===== config.mk =====
export PLATFORM = sky130hd
export DESIGN_NAME = integer_set_store_flat
export DESIGN_NICKNAME = d
export VERILOG_FILES = /design/src/hw/rtl/iss_pkg.sv /design/src/hw/rtl/iss_if.sv /design/src/hw/rtl/iss_mem.sv /design/src/hw/rtl/iss_ctrl.sv /design/src/hw/rtl/integer_set_store.sv /design/src/flat_wrapper.sv
export SDC_FILE = /design/constraint.sdc
export NUM_CORES = 1
export LEC_CHECK = 0
export BUFFER_PORTS_ARGS = -buffer_cell sky130_fd_sc_hd__buf_2
export CAP_MARGIN = 20
export CORE_UTILIZATION = 65
export CTS_CLUSTER_SIZE = 14
export DETAILED_ROUTE_END_ITERATION = 10
export MAX_ROUTING_LAYER = met4
export PLACE_DENSITY = 0.83
export SYNTH_ARGS = -nofsm -noshare
export SYNTH_HDL_FRONTEND = slang
export SYNTH_HIERARCHICAL = 1
export SYNTH_SLANG_ARGS = --single-unit

===== constraint.sdc =====
create_clock -name clk_i -period 7.7 [get_ports clk_i]
set_input_delay 2.31 -clock clk_i [delete_from_list [all_inputs] [get_ports clk_i]]
set_output_delay 2.31 -clock clk_i [all_outputs]
set_load 0.1 [all_outputs]

===== src/hw/rtl/iss_pkg.sv =====
// shared types and constants of the integer set store
package iss_pkg;

  localparam int unsigned DefaultCapacity = 16;
  localparam int unsigned ValueW          = 32;
  localparam int unsigned OpW             = 3;
  localparam int unsigned IndexW          = 4;
  localparam int unsigned CountOutW       = 5;

  // operation codes of an input word
  typedef enum logic [OpW-1:0] {
    OP_INSERT = 3'd0,
    OP_REMOVE = 3'd1,
    OP_QUERY  = 3'd2,
    OP_CLEAR  = 3'd3,
    OP_READ   = 3'd4
  } op_e;

  // sequencer states
  typedef enum logic [2:0] {
    S_IDLE,
    S_SCAN,
    S_SHIFT,
    S_READ,
    S_DONE
  } state_e;

  // one result word
  typedef struct packed {
    logic                     found;
    logic [CountOutW-1:0]     count;
    logic                     rejected;
    logic signed [ValueW-1:0] read_data;
  } result_t;

endpackage


===== src/hw/rtl/iss_if.sv =====
// valid/ready channels for the input and result words
interface iss_in_if;
  import iss_pkg::*;

  logic                     valid;
  logic                     ready;
  logic [OpW-1:0]           op;
  logic signed [ValueW-1:0] value;
  logic [IndexW-1:0]        index;

  modport source (output valid, output op, output value, output index, input ready);
  modport sink   (input valid, input op, input value, input index, output ready);
endinterface

interface iss_out_if;
  import iss_pkg::*;

  logic                     valid;
  logic                     ready;
  logic                     found;
  logic [CountOutW-1:0]     count;
  logic                     rejected;
  logic signed [ValueW-1:0] read_data;

  modport source (output valid, output found, output count, output rejected,
                  output read_data, input ready);
  modport sink   (input valid, input found, input count, input rejected,
                  input read_data, output ready);
endinterface


===== src/hw/rtl/iss_mem.sv =====
// element memory: one write port, one registered read port
module iss_mem #(
  parameter int unsigned Depth = iss_pkg::DefaultCapacity,
  parameter int unsigned AddrW = (Depth > 1) ? $clog2(Depth) : 1
) (
  input  logic                      clk_i,
  input  logic                      we_i,
  input  logic [AddrW-1:0]          waddr_i,
  input  logic [iss_pkg::ValueW-1:0] wdata_i,
  input  logic                      re_i,
  input  logic [AddrW-1:0]          raddr_i,
  output logic [iss_pkg::ValueW-1:0] rdata_o
);
  import iss_pkg::*;

  logic [ValueW-1:0] mem_q [Depth];
  logic [ValueW-1:0] rdata_q;

  // write port
  always_ff @(posedge clk_i) begin
    if (we_i) begin
      mem_q[waddr_i] <= wdata_i;
    end
  end

  // registered read port
  always_ff @(posedge clk_i) begin
    if (re_i) begin
      rdata_q <= mem_q[raddr_i];
    end
  end

  assign rdata_o = rdata_q;

endmodule


===== src/hw/rtl/iss_ctrl.sv =====
// sequencer: scans, appends, shifts down and reads through the shared comparator
module iss_ctrl #(
  parameter int unsigned Capacity = iss_pkg::DefaultCapacity,
  parameter int unsigned AddrW    = (Capacity > 1) ? $clog2(Capacity) : 1,
  parameter int unsigned CntW     = $clog2(Capacity + 1)
) (
  input  logic                       clk_i,
  input  logic                       rst_ni,
  iss_in_if.sink                     in_i,
  output logic                       res_valid_o,
  input  logic                       res_ready_i,
  output iss_pkg::result_t           res_o,
  output logic                       mem_we_o,
  output logic [AddrW-1:0]           mem_waddr_o,
  output logic [iss_pkg::ValueW-1:0] mem_wdata_o,
  output logic                       mem_re_o,
  output logic [AddrW-1:0]           mem_raddr_o,
  input  logic [iss_pkg::ValueW-1:0] mem_rdata_i
);
  import iss_pkg::*;

  // width that holds both an index and a count
  localparam int unsigned XW = (CntW > IndexW) ? CntW : IndexW;

  state_e            state_q, state_d;
  logic [CntW-1:0]   count_q, count_d;
  logic [CntW-1:0]   ptr_q, ptr_d;
  logic              pend_q, pend_d;
  logic [CntW-1:0]   pend_idx_q, pend_idx_d;
  logic [OpW-1:0]    op_q, op_d;
  logic [ValueW-1:0] value_q, value_d;
  logic              found_q, found_d;
  logic              rejected_q, rejected_d;
  logic [ValueW-1:0] rd_q, rd_d;
  logic              hit;
  logic              more;
  logic [XW-1:0]     in_idx_ext;

  // control state
  always_ff @(posedge clk_i or negedge rst_ni) begin
    if (!rst_ni) begin
      state_q <= S_IDLE;
      count_q <= '0;
      pend_q  <= 1'b0;
    end else begin
      state_q <= state_d;
      count_q <= count_d;
      pend_q  <= pend_d;
    end
  end

  // working registers of the current word
  always_ff @(posedge clk_i) begin
    ptr_q      <= ptr_d;
    pend_idx_q <= pend_idx_d;
    op_q       <= op_d;
    value_q    <= value_d;
    found_q    <= found_d;
    rejected_q <= rejected_d;
    rd_q       <= rd_d;
  end

  // shared comparator and scan bound
  assign hit        = pend_q && (mem_rdata_i == value_q);
  assign more       = (ptr_q < count_q);
  assign in_idx_ext = XW'(in_i.index);

  // next state and datapath control
  always_comb begin
    state_d     = state_q;
    count_d     = count_q;
    ptr_d       = ptr_q;
    pend_d      = pend_q;
    pend_idx_d  = pend_idx_q;
    op_d        = op_q;
    value_d     = value_q;
    found_d     = found_q;
    rejected_d  = rejected_q;
    rd_d        = rd_q;
    in_i.ready  = 1'b0;
    res_valid_o = 1'b0;
    mem_we_o    = 1'b0;
    mem_waddr_o = '0;
    mem_wdata_o = value_q;
    mem_re_o    = 1'b0;
    mem_raddr_o = '0;

    case (state_q)
      S_IDLE: begin
        in_i.ready = 1'b1;
        if (in_i.valid) begin
          op_d       = in_i.op;
          value_d    = in_i.value;
          found_d    = 1'b0;
          rejected_d = 1'b0;
          rd_d       = '0;
          ptr_d      = '0;
          pend_d     = 1'b0;
          case (in_i.op)
            OP_INSERT, OP_REMOVE, OP_QUERY, OP_CLEAR: begin
              state_d = S_SCAN;
            end
            OP_READ: begin
              if (in_idx_ext < XW'(count_q)) begin
                mem_re_o    = 1'b1;
                mem_raddr_o = AddrW'(in_idx_ext);
                state_d     = S_READ;
              end else begin
                state_d = S_DONE;
              end
            end
            default: begin
              state_d = S_DONE;
            end
          endcase
        end
      end

      // look for the value, one entry a cycle
      S_SCAN: begin
        if (hit || (!more && !pend_q)) begin
          found_d = hit;
          pend_d  = 1'b0;
          state_d = S_DONE;
          case (op_q)
            OP_INSERT: begin
              if (!hit) begin
                if (count_q < CntW'(Capacity)) begin
                  mem_we_o    = 1'b1;
                  mem_waddr_o = AddrW'(count_q);
                  mem_wdata_o = value_q;
                  count_d     = count_q + 1'b1;
                end else begin
                  rejected_d = 1'b1;
                end
              end
            end
            OP_REMOVE: begin
              if (hit) begin
                ptr_d   = pend_idx_q + 1'b1;
                state_d = S_SHIFT;
              end
            end
            OP_CLEAR: begin
              count_d = '0;
            end
            default: begin
            end
          endcase
        end else if (more) begin
          mem_re_o    = 1'b1;
          mem_raddr_o = AddrW'(ptr_q);
          ptr_d       = ptr_q + 1'b1;
          pend_d      = 1'b1;
          pend_idx_d  = ptr_q;
        end else begin
          pend_d = 1'b0;
        end
      end

      // move later entries down one place
      S_SHIFT: begin
        if (pend_q) begin
          mem_we_o    = 1'b1;
          mem_waddr_o = AddrW'(pend_idx_q - 1'b1);
          mem_wdata_o = mem_rdata_i;
        end
        if (more) begin
          mem_re_o    = 1'b1;
          mem_raddr_o = AddrW'(ptr_q);
          ptr_d       = ptr_q + 1'b1;
          pend_d      = 1'b1;
          pend_idx_d  = ptr_q;
        end else begin
          pend_d  = 1'b0;
          count_d = count_q - 1'b1;
          state_d = S_DONE;
        end
      end

      // entry arrives from the read port
      S_READ: begin
        found_d = 1'b1;
        rd_d    = mem_rdata_i;
        state_d = S_DONE;
      end

      // hand the result word over
      S_DONE: begin
        res_valid_o = 1'b1;
        if (res_ready_i) begin
          state_d = S_IDLE;
        end
      end

      default: begin
        state_d = S_IDLE;
      end
    endcase
  end

  assign res_o.found     = found_q;
  assign res_o.count     = CountOutW'(count_q);
  assign res_o.rejected  = rejected_q;
  assign res_o.read_data = rd_q;

endmodule


===== src/hw/rtl/integer_set_store.sv =====
// top level of the integer set store
//
// Holds up to CAPACITY distinct signed 32-bit values in insertion order in a
// single-port-read memory. One word is taken at a time, and the input is not
// ready until that word's result has left the sequencer. Insert, remove, query
// and clear scan the stored entries through one comparator, one entry per cycle
// behind the registered memory read. A miss scans every stored entry; a hit at
// position k stops the scan there. A remove that hits then moves each later
// entry down one place, one entry per cycle. A read inside the count fetches
// the entry through the read port; a read past the count and an unused op code
// go straight to the result. The result sits in an output register, so the
// next word is accepted while it waits. Every word gives exactly one result
// word. An insert of a new value into a full store is dropped and flagged as
// rejected.
module integer_set_store #(
  parameter int unsigned CAPACITY = iss_pkg::DefaultCapacity
) (
  input  logic       clk_i,
  input  logic       rst_ni,
  iss_in_if.sink     in_i,
  iss_out_if.source  out_o
);
  import iss_pkg::*;

  localparam int unsigned AddrW = (CAPACITY > 1) ? $clog2(CAPACITY) : 1;
  localparam int unsigned CntW  = $clog2(CAPACITY + 1);

  logic              res_valid;
  logic              res_ready;
  result_t           res;
  logic              mem_we;
  logic [AddrW-1:0]  mem_waddr;
  logic [ValueW-1:0] mem_wdata;
  logic              mem_re;
  logic [AddrW-1:0]  mem_raddr;
  logic [ValueW-1:0] mem_rdata;
  logic              out_valid_q;
  result_t           out_q;

  iss_ctrl #(
    .Capacity (CAPACITY),
    .AddrW    (AddrW),
    .CntW     (CntW)
  ) u_ctrl (
    .clk_i       (clk_i),
    .rst_ni      (rst_ni),
    .in_i        (in_i),
    .res_valid_o (res_valid),
    .res_ready_i (res_ready),
    .res_o       (res),
    .mem_we_o    (mem_we),
    .mem_waddr_o (mem_waddr),
    .mem_wdata_o (mem_wdata),
    .mem_re_o    (mem_re),
    .mem_raddr_o (mem_raddr),
    .mem_rdata_i (mem_rdata)
  );

  iss_mem #(
    .Depth (CAPACITY),
    .AddrW (AddrW)
  ) u_mem (
    .clk_i   (clk_i),
    .we_i    (mem_we),
    .waddr_i (mem_waddr),
    .wdata_i (mem_wdata),
    .re_i    (mem_re),
    .raddr_i (mem_raddr),
    .rdata_o (mem_rdata)
  );

  // output register between the sequencer and the result channel
  assign res_ready = !out_valid_q || out_o.ready;

  always_ff @(posedge clk_i or negedge rst_ni) begin
    if (!rst_ni) begin
      out_valid_q <= 1'b0;
    end else if (res_ready) begin
      out_valid_q <= res_valid;
    end
  end

  always_ff @(posedge clk_i) begin
    if (res_ready && res_valid) begin
      out_q <= res;
    end
  end

  assign out_o.valid     = out_valid_q;
  assign out_o.found     = out_q.found;
  assign out_o.count     = out_q.count;
  assign out_o.rejected  = out_q.rejected;
  assign out_o.read_data = out_q.read_data;

endmodule

===== src/flat_wrapper.sv =====
// flat-port wrapper written by rule: the top's interface ports become plain ports
module integer_set_store_flat import iss_pkg::*;
#(
  parameter int unsigned CAPACITY = iss_pkg::DefaultCapacity
)
  (clk_i, rst_ni, in_i_valid, in_i_op, in_i_value, in_i_index, in_i_ready, out_o_valid, out_o_found, out_o_count, out_o_rejected, out_o_read_data, out_o_ready);
  iss_in_if in_i_i ();
  iss_out_if out_o_i ();
  input  logic clk_i;
  input  logic rst_ni;
  input wire logic [$bits(in_i_i.valid)-1:0] in_i_valid;
  input wire logic [$bits(in_i_i.op)-1:0] in_i_op;
  input wire logic [$bits(in_i_i.value)-1:0] in_i_value;
  input wire logic [$bits(in_i_i.index)-1:0] in_i_index;
  output wire logic [$bits(in_i_i.ready)-1:0] in_i_ready;
  output wire logic [$bits(out_o_i.valid)-1:0] out_o_valid;
  output wire logic [$bits(out_o_i.found)-1:0] out_o_found;
  output wire logic [$bits(out_o_i.count)-1:0] out_o_count;
  output wire logic [$bits(out_o_i.rejected)-1:0] out_o_rejected;
  output wire logic [$bits(out_o_i.read_data)-1:0] out_o_read_data;
  input wire logic [$bits(out_o_i.ready)-1:0] out_o_ready;
  assign in_i_i.valid = in_i_valid;
  assign in_i_i.op = in_i_op;
  assign in_i_i.value = in_i_value;
  assign in_i_i.index = in_i_index;
  assign in_i_ready = in_i_i.ready;
  assign out_o_valid = out_o_i.valid;
  assign out_o_found = out_o_i.found;
  assign out_o_count = out_o_i.count;
  assign out_o_rejected = out_o_i.rejected;
  assign out_o_read_data = out_o_i.read_data;
  assign out_o_i.ready = out_o_ready;
  integer_set_store #(.CAPACITY(CAPACITY)) u_core (.clk_i(clk_i), .rst_ni(rst_ni), .in_i(in_i_i), .out_o(out_o_i));
endmodule

# Word-level counts from Yosys, hierarchy flattened
# Memory sizes are Yosys's and may differ from the RTL's. A register that Yosys moved wholly into a read port is not among the register bits.
# Cells that the tools add are included.
# word_totals
wordCells	139
regBits	128
n_memories	1
latchBits	0
ram_bits	512
mem_bits_ro	0
# classes
addsub	5
bitwise	0
n_reduce_logical	26
multipliers	0
eq_ne	24
muxes	65
shifts	0
div_mod_pow	0
magnitude_cmp	3
# memory_table
name	words	width	rd	rd_ports_with_merged_regs	write_ports	line	rtl
u_core.u_mem.mem_q	16	32	1	1	1	iss_mem.sv:16	logic [ValueW-1:0] mem_q [Depth];
# ops
op	n
32-bit two-way mux	3
32-bit one-hot mux with 2 select lines	1
5-bit two-way mux	11
4-bit two-way mux	10
32-bit equality test	1
5-bit one-hot mux with 2 select lines	3
3-bit two-way mux	7
1-bit two-way mux	20
5-bit by 1-bit adder with 5-bit output, second input constant	3
3-bit by 2-bit equality test with 1-bit output, second input constant	5
3-bit one-hot mux with 5 select lines	1
5-bit one-hot mux with 3 select lines	1
2-bit != test, second input constant	6
4-bit one-hot mux with 3 select lines	1
6-bit AND reduction	2
3-bit by 1-bit equality test with 1-bit output, second input constant	3
3-bit zero test	3
3-bit != test, second input constant	3
1-bit one-hot mux with 3 select lines	3
4-bit one-hot mux with 2 select lines	1
2-bit AND reduction	4
4-bit AND reduction	2
3-bit equality test, second input constant	2
3-bit one-hot mux with 2 select lines	1
16 further kinds	26

# Depth between registers and ports, before layout
# depth
ltp_word	8
depth_mapped	16

# Modules after synthesis
# Netlist, hierarchy kept.
# by_module_without_submodules
module	cells_per_inst	n_inst	area_each_um2
iss_mem	838	1	20155.6
iss_ctrl	433	1	4634.4
integer_set_store	43	1	1224.9

# Worst setup path after synthesis
# Ideal clock, no wire load.
# synth_path
path_kind	reg2reg
from	register u_core.u_ctrl.count_q[2]
to	memory u_core.u_mem.mem_q[0][0], enable pin
path_slack_ns	2.559
t_arrival_ns	4.680
period_less_slack_ns	5.141
setup_time_ns	0.461
path_stages_with_launch	11
path_cell_list	dfrtp_1 clkbuf_1 inv_1 ha_1 o211ai_1 o21ai_0 a21oi_2 nor4_2 or2_2 or3b_2 nor3_1
# synth_between
elab_chain_cells	8
# synth_rtl
item	line	rtl
start: declaration	iss_ctrl.sv:26	logic [CntW-1:0] count_q, count_d;
start signal: assignment	iss_ctrl.sv:47	count_q <= count_d;
5-bit less-than comparator, on equally long branches	iss_ctrl.sv:128, iss_ctrl.sv:65	
1-bit two-way mux or 1-bit zero test (tied branches)	iss_ctrl.sv:128, iss_ctrl.sv:121	
1-bit two-way mux or 1-bit logical AND (tied branches)	iss_ctrl.sv:127, iss_ctrl.sv:121	
1-bit two-way mux or 1-bit logical OR (tied branches)	iss_ctrl.sv:125, iss_ctrl.sv:121	
1-bit two-way mux *	iss_ctrl.sv:121	if (hit || (!more && !pend_q)) begin
1-bit one-hot mux with 2 select lines *	iss_ctrl.sv:88	case (state_q)
net u_core.mem_we	integer_set_store.sv:31	logic mem_we;
1-bit two-way mux *	iss_mem.sv:21	if (we_i) begin
1-bit two-way mux (implied by the code) *	iss_mem.sv:22	mem_q[waddr_i] <= wdata_i;
end: declaration	iss_mem.sv:16	
# Mark *: on every way through the listed nets, which the timed path passes. The rest lies on a longest branch.

# Final worst setup path
# layout_path
from	input in_i_index[1]
to	register u_core.u_mem.rdata_q[28] (netlist: u_core/u_mem/rdata_o[28]), read port of u_core.u_mem.mem_q, data pin
# layout_between
elab_chain_cells	5
# layout_rtl
item	line	rtl
start: declaration	flat_wrapper.sv:14	input wire logic [$bits(in_i_i.index)-1:0] in_i_index;
4-bit by 5-bit less-than comparator with 1-bit output	iss_ctrl.sv:104	if (in_idx_ext < XW'(count_q)) begin
4-bit two-way mux *	iss_ctrl.sv:104	
4-bit two-way mux *	iss_ctrl.sv:99	case (in_i.op)
4-bit two-way mux *	iss_ctrl.sv:91	if (in_i.valid) begin
4-bit one-hot mux with 3 select lines *	iss_ctrl.sv:88	
net u_core.mem_raddr[1]	integer_set_store.sv:35	logic [AddrW-1:0] mem_raddr;
end: declaration	iss_mem.sv:17	logic [ValueW-1:0] rdata_q;
# Marked as above.
# A chain may end at the register's enable or synchronous reset.

==> results.sh <==
export IMPL_status="finished clean"
export IMPL_routed_wl_um=63600
export IMPL_clk_latency_ns=0.58
export IMPL_hold_path_class="reg2reg"
export IMPL_wl_per_cell_um=31.9
export IMPL_start_kind="input port"
export IMPL_gp_congestion=0.883
export IMPL_fin_ws_ns=2.51
export IMPL_post_cts_setup_buffer_count=0
export IMPL_max_cap_violations=0
export IMPL_setup_viol=0
export IMPL_rsz0062_at_grt="no"
export IMPL_finalCriticalPeriod_ns=5.19
export IMPL_rows=72
export IMPL_drc=0
export IMPL_worst_pin_slew_ns=1.02
export IMPL_leakagePower_nw=9.52
export IMPL_skew_ns=0.0242
export IMPL_drt_first_pass_iters=6
export IMPL_cp_data_arrival_time_ns=5.51
export IMPL_placement_io_buffers=83
export IMPL_grt_overflow_total=0
export IMPL_mostFrequentLayoutCells="edfxtp_1 (662), nand2_1 (146), mux4_2 (128), buf_2 (83), clkbuf_16 (67)"
export IMPL_ys_types=54
export IMPL_rr_startpoint="u_core/u_mem/rdata_o[25]"
export IMPL_synth_largest_area_cell="edfxtp_1"
export IMPL_syn_nets=1370
export IMPL_grtUsageTotal=0.333
export IMPL_r2r_end="u_core/u_mem/rdata_o[18]"
export IMPL_cts_tree="yes"
export IMPL_syn_avg_cell_area_um2=19.8
export IMPL_initial_core_util=0.665
export IMPL_cts_buffer_depth=3
export IMPL_grt_pass1_vias=14230
export IMPL_place_ws_ns=1.99
export IMPL_async_flop_share=0.0149
export IMPL_antenna_found_initial=1
export IMPL_syn_inst=1314
export IMPL_reg2reg_depth=11
export IMPL_die_area_mm2=0.0408
export IMPL_grt_max_degree=87
export IMPL_power_density_mw_per_mm2=366
export IMPL_power_mw=10.7
export IMPL_drtIter0Drc=1810
export IMPL_cts_root_buffer="clkbuf_16"
export IMPL_path_clk_slew_ns=0.06
export IMPL_die_w_um=202
export IMPL_holdBufCountCts=0
export IMPL_ir_drop_mv=0.206
export IMPL_endpoint="u_core/u_mem/rdata_o[28]"
export IMPL_netlist_area_leader_share=0.764
export IMPL_area_growth_pct=12.2
export IMPL_synth_area_leaders="edfxtp_1 (76%), mux4_2 (11%), nand2_1 (2.1%)"
export IMPL_dp_hpwl_um=31300
export IMPL_relSlewSlack=0.311
export IMPL_post_dp_cell_area_mm2=0.0272
export IMPL_crit_path_end_kind="flip-flop"
export IMPL_fin_util=0.746
export IMPL_synth_cell_area_mm2=0.0260
export IMPL_tns_ns=0
export IMPL_fin_crit_sh=0.675
export IMPL_synth_edf_count=662
export IMPL_dieHeight_um=202
export IMPL_nFillCells=2069
export IMPL_hold_viol=0
export IMPL_synthFlopType="edfxtp_1"
export IMPL_ys_seq_area_frac=0.774
export IMPL_reg2reg_slack_ns=2.78
export IMPL_nets=1491
export IMPL_required_ns=8.02
export IMPL_final_common_cell="edfxtp_1"
export IMPL_antenna_left=0
export IMPL_stdcell_area_mm2=0.0292
export IMPL_cts_resized=0
export IMPL_layout_drive_gt1_share=0.244
export IMPL_io_pins=84
export IMPL_clock_sinks=672
export IMPL_core_mm2=0.0391
export IMPL_ys_seq_elements=672
export IMPL_path_max_fanout=86
export IMPL_crit_start="in_i_index[1]"
export IMPL_grt_pass1_wl_um=93000
export IMPL_viasPerCell=6.94
export IMPL_cts_htree_levels=3
export IMPL_num_vias=13857
export IMPL_slew_violations=0
export IMPL_numCtsBuffers=66
export IMPL_max_freq_mhz=193
export IMPL_yosys_warnings=6
export IMPL_critPathKind="in2reg"
## flip-flops by register name, summed over array words and instances, names as in the netlist, 32 cells and up
register and flops:
u_core/out_o.read_data 32, u_core/u_ctrl/rd_q 32, u_core/u_mem/rdata_o 32, u_core/u_mem/mem_q 512, u_core/u_ctrl/value_q 32
## per-layer routing
metal / up-vias / global-route usage / share of wire
met5: - / - / 0
li1: 5535 / - / -
met3: 214 / 0.0530 / 0.11
met1: 7033 / 0.425 / 0.34
met4: 0 / 0.145 / 0.042
met2: 1075 / 0.538 / 0.51
## cells in the mapped netlist, drive strengths merged (12+ instances only)
| master | number |
|---|---|
| clkbuf | 30 |
| and2 | 37 |
| buf | 30 |
| o21ai | 18 |
| nor2 | 22 |
| inv | 12 |
| ha | 13 |
| edfxtp | 662 |
| xor2 | 37 |
| mux4 | 128 |
| a22oi | 66 |
| nand2 | 146 |
## final cells by class
| cell class | instances | area (µm²) | share of cell area |
|---|---|---|---|
| clock buffer | 84 | 1740 | 0.0596 |
| clock inverter | 26 | 201 | 0.00690 |
| sequential | 672 | 20100 | 0.690 |
| tap | 518 | 648 | 0.0222 |
| timing repair buffer | 113 | 691 | 0.0237 |
| antenna | 1 | 2.50 | 0.0000857 |
| inverter | 12 | 45.0 | 0.00154 |
| multi-input combinational | 570 | 5730 | 0.196 |
## where the power goes
group | total [mW] | leakage (nW) | switching, mW | internal (mW)
clock | 3.00 | 0.952 | 1.31 | 1.69
sequential | 4.95 | 6.14 | 0.282 | 4.67
combinational | 2.73 | 2.43 | 1.85 | 0.879
## worst min path at each step
stage | from | to | slack (ns) | cells after the start
after CTS | u_core/u_ctrl/rd_q[9] | u_core/out_o.read_data[9] | 0.41 | 0
after global placement | u_core/u_ctrl/rd_q[21] | u_core/out_o.read_data[21] | 0.40 | 0
after floorplan | u_core/u_ctrl/rd_q[0] | u_core/out_o.read_data[0] | 0.40 | 0
final | u_core/u_ctrl/rd_q[9] | u_core/out_o.read_data[9] | 0.41 | 0
after detailed placement | u_core/u_ctrl/rd_q[29] | u_core/out_o.read_data[29] | 0.41 | 0
after global routing | u_core/u_ctrl/rd_q[18] | u_core/out_o.read_data[18] | 0.42 | 0
## worst max-delay path: stages
cell and delay (ns):
buf_2 0.13, ha_1 0.29, a21o_1 0.15, a21oi_1 0.16, o211ai_1 0.14, nor2_1 0.33, a22o_4 0.65, buf_12 0.47
mux4_2 0.42, a22oi_1 0.24, nand2_1 0.11
## metrics by stage
stage	hold WS, ns	std cells
after floorplan	0.400	1314
after global placement	0.401	1884
after detailed placement	0.405	1884
after CTS	0.410	1994
after global routing	0.421	1996
final	0.408	1996
## cell families (layout without fill, tap and decap cells)
group                    after synthesis  in the layout  synth area share
adder cells (fa/ha/maj)               13             13           0.00625
flip-flops                           672            672             0.774
AO/OA/AOI/OAI                        123            123            0.0336
AND/OR/NAND/NOR                      259            259            0.0469
XOR/XNOR                              41             41            0.0138
multiplexers                         134            134             0.113
buffers and inverters                 72            235            0.0124
other                                  0              1                 0
Power figures use the tool's default switching activity.
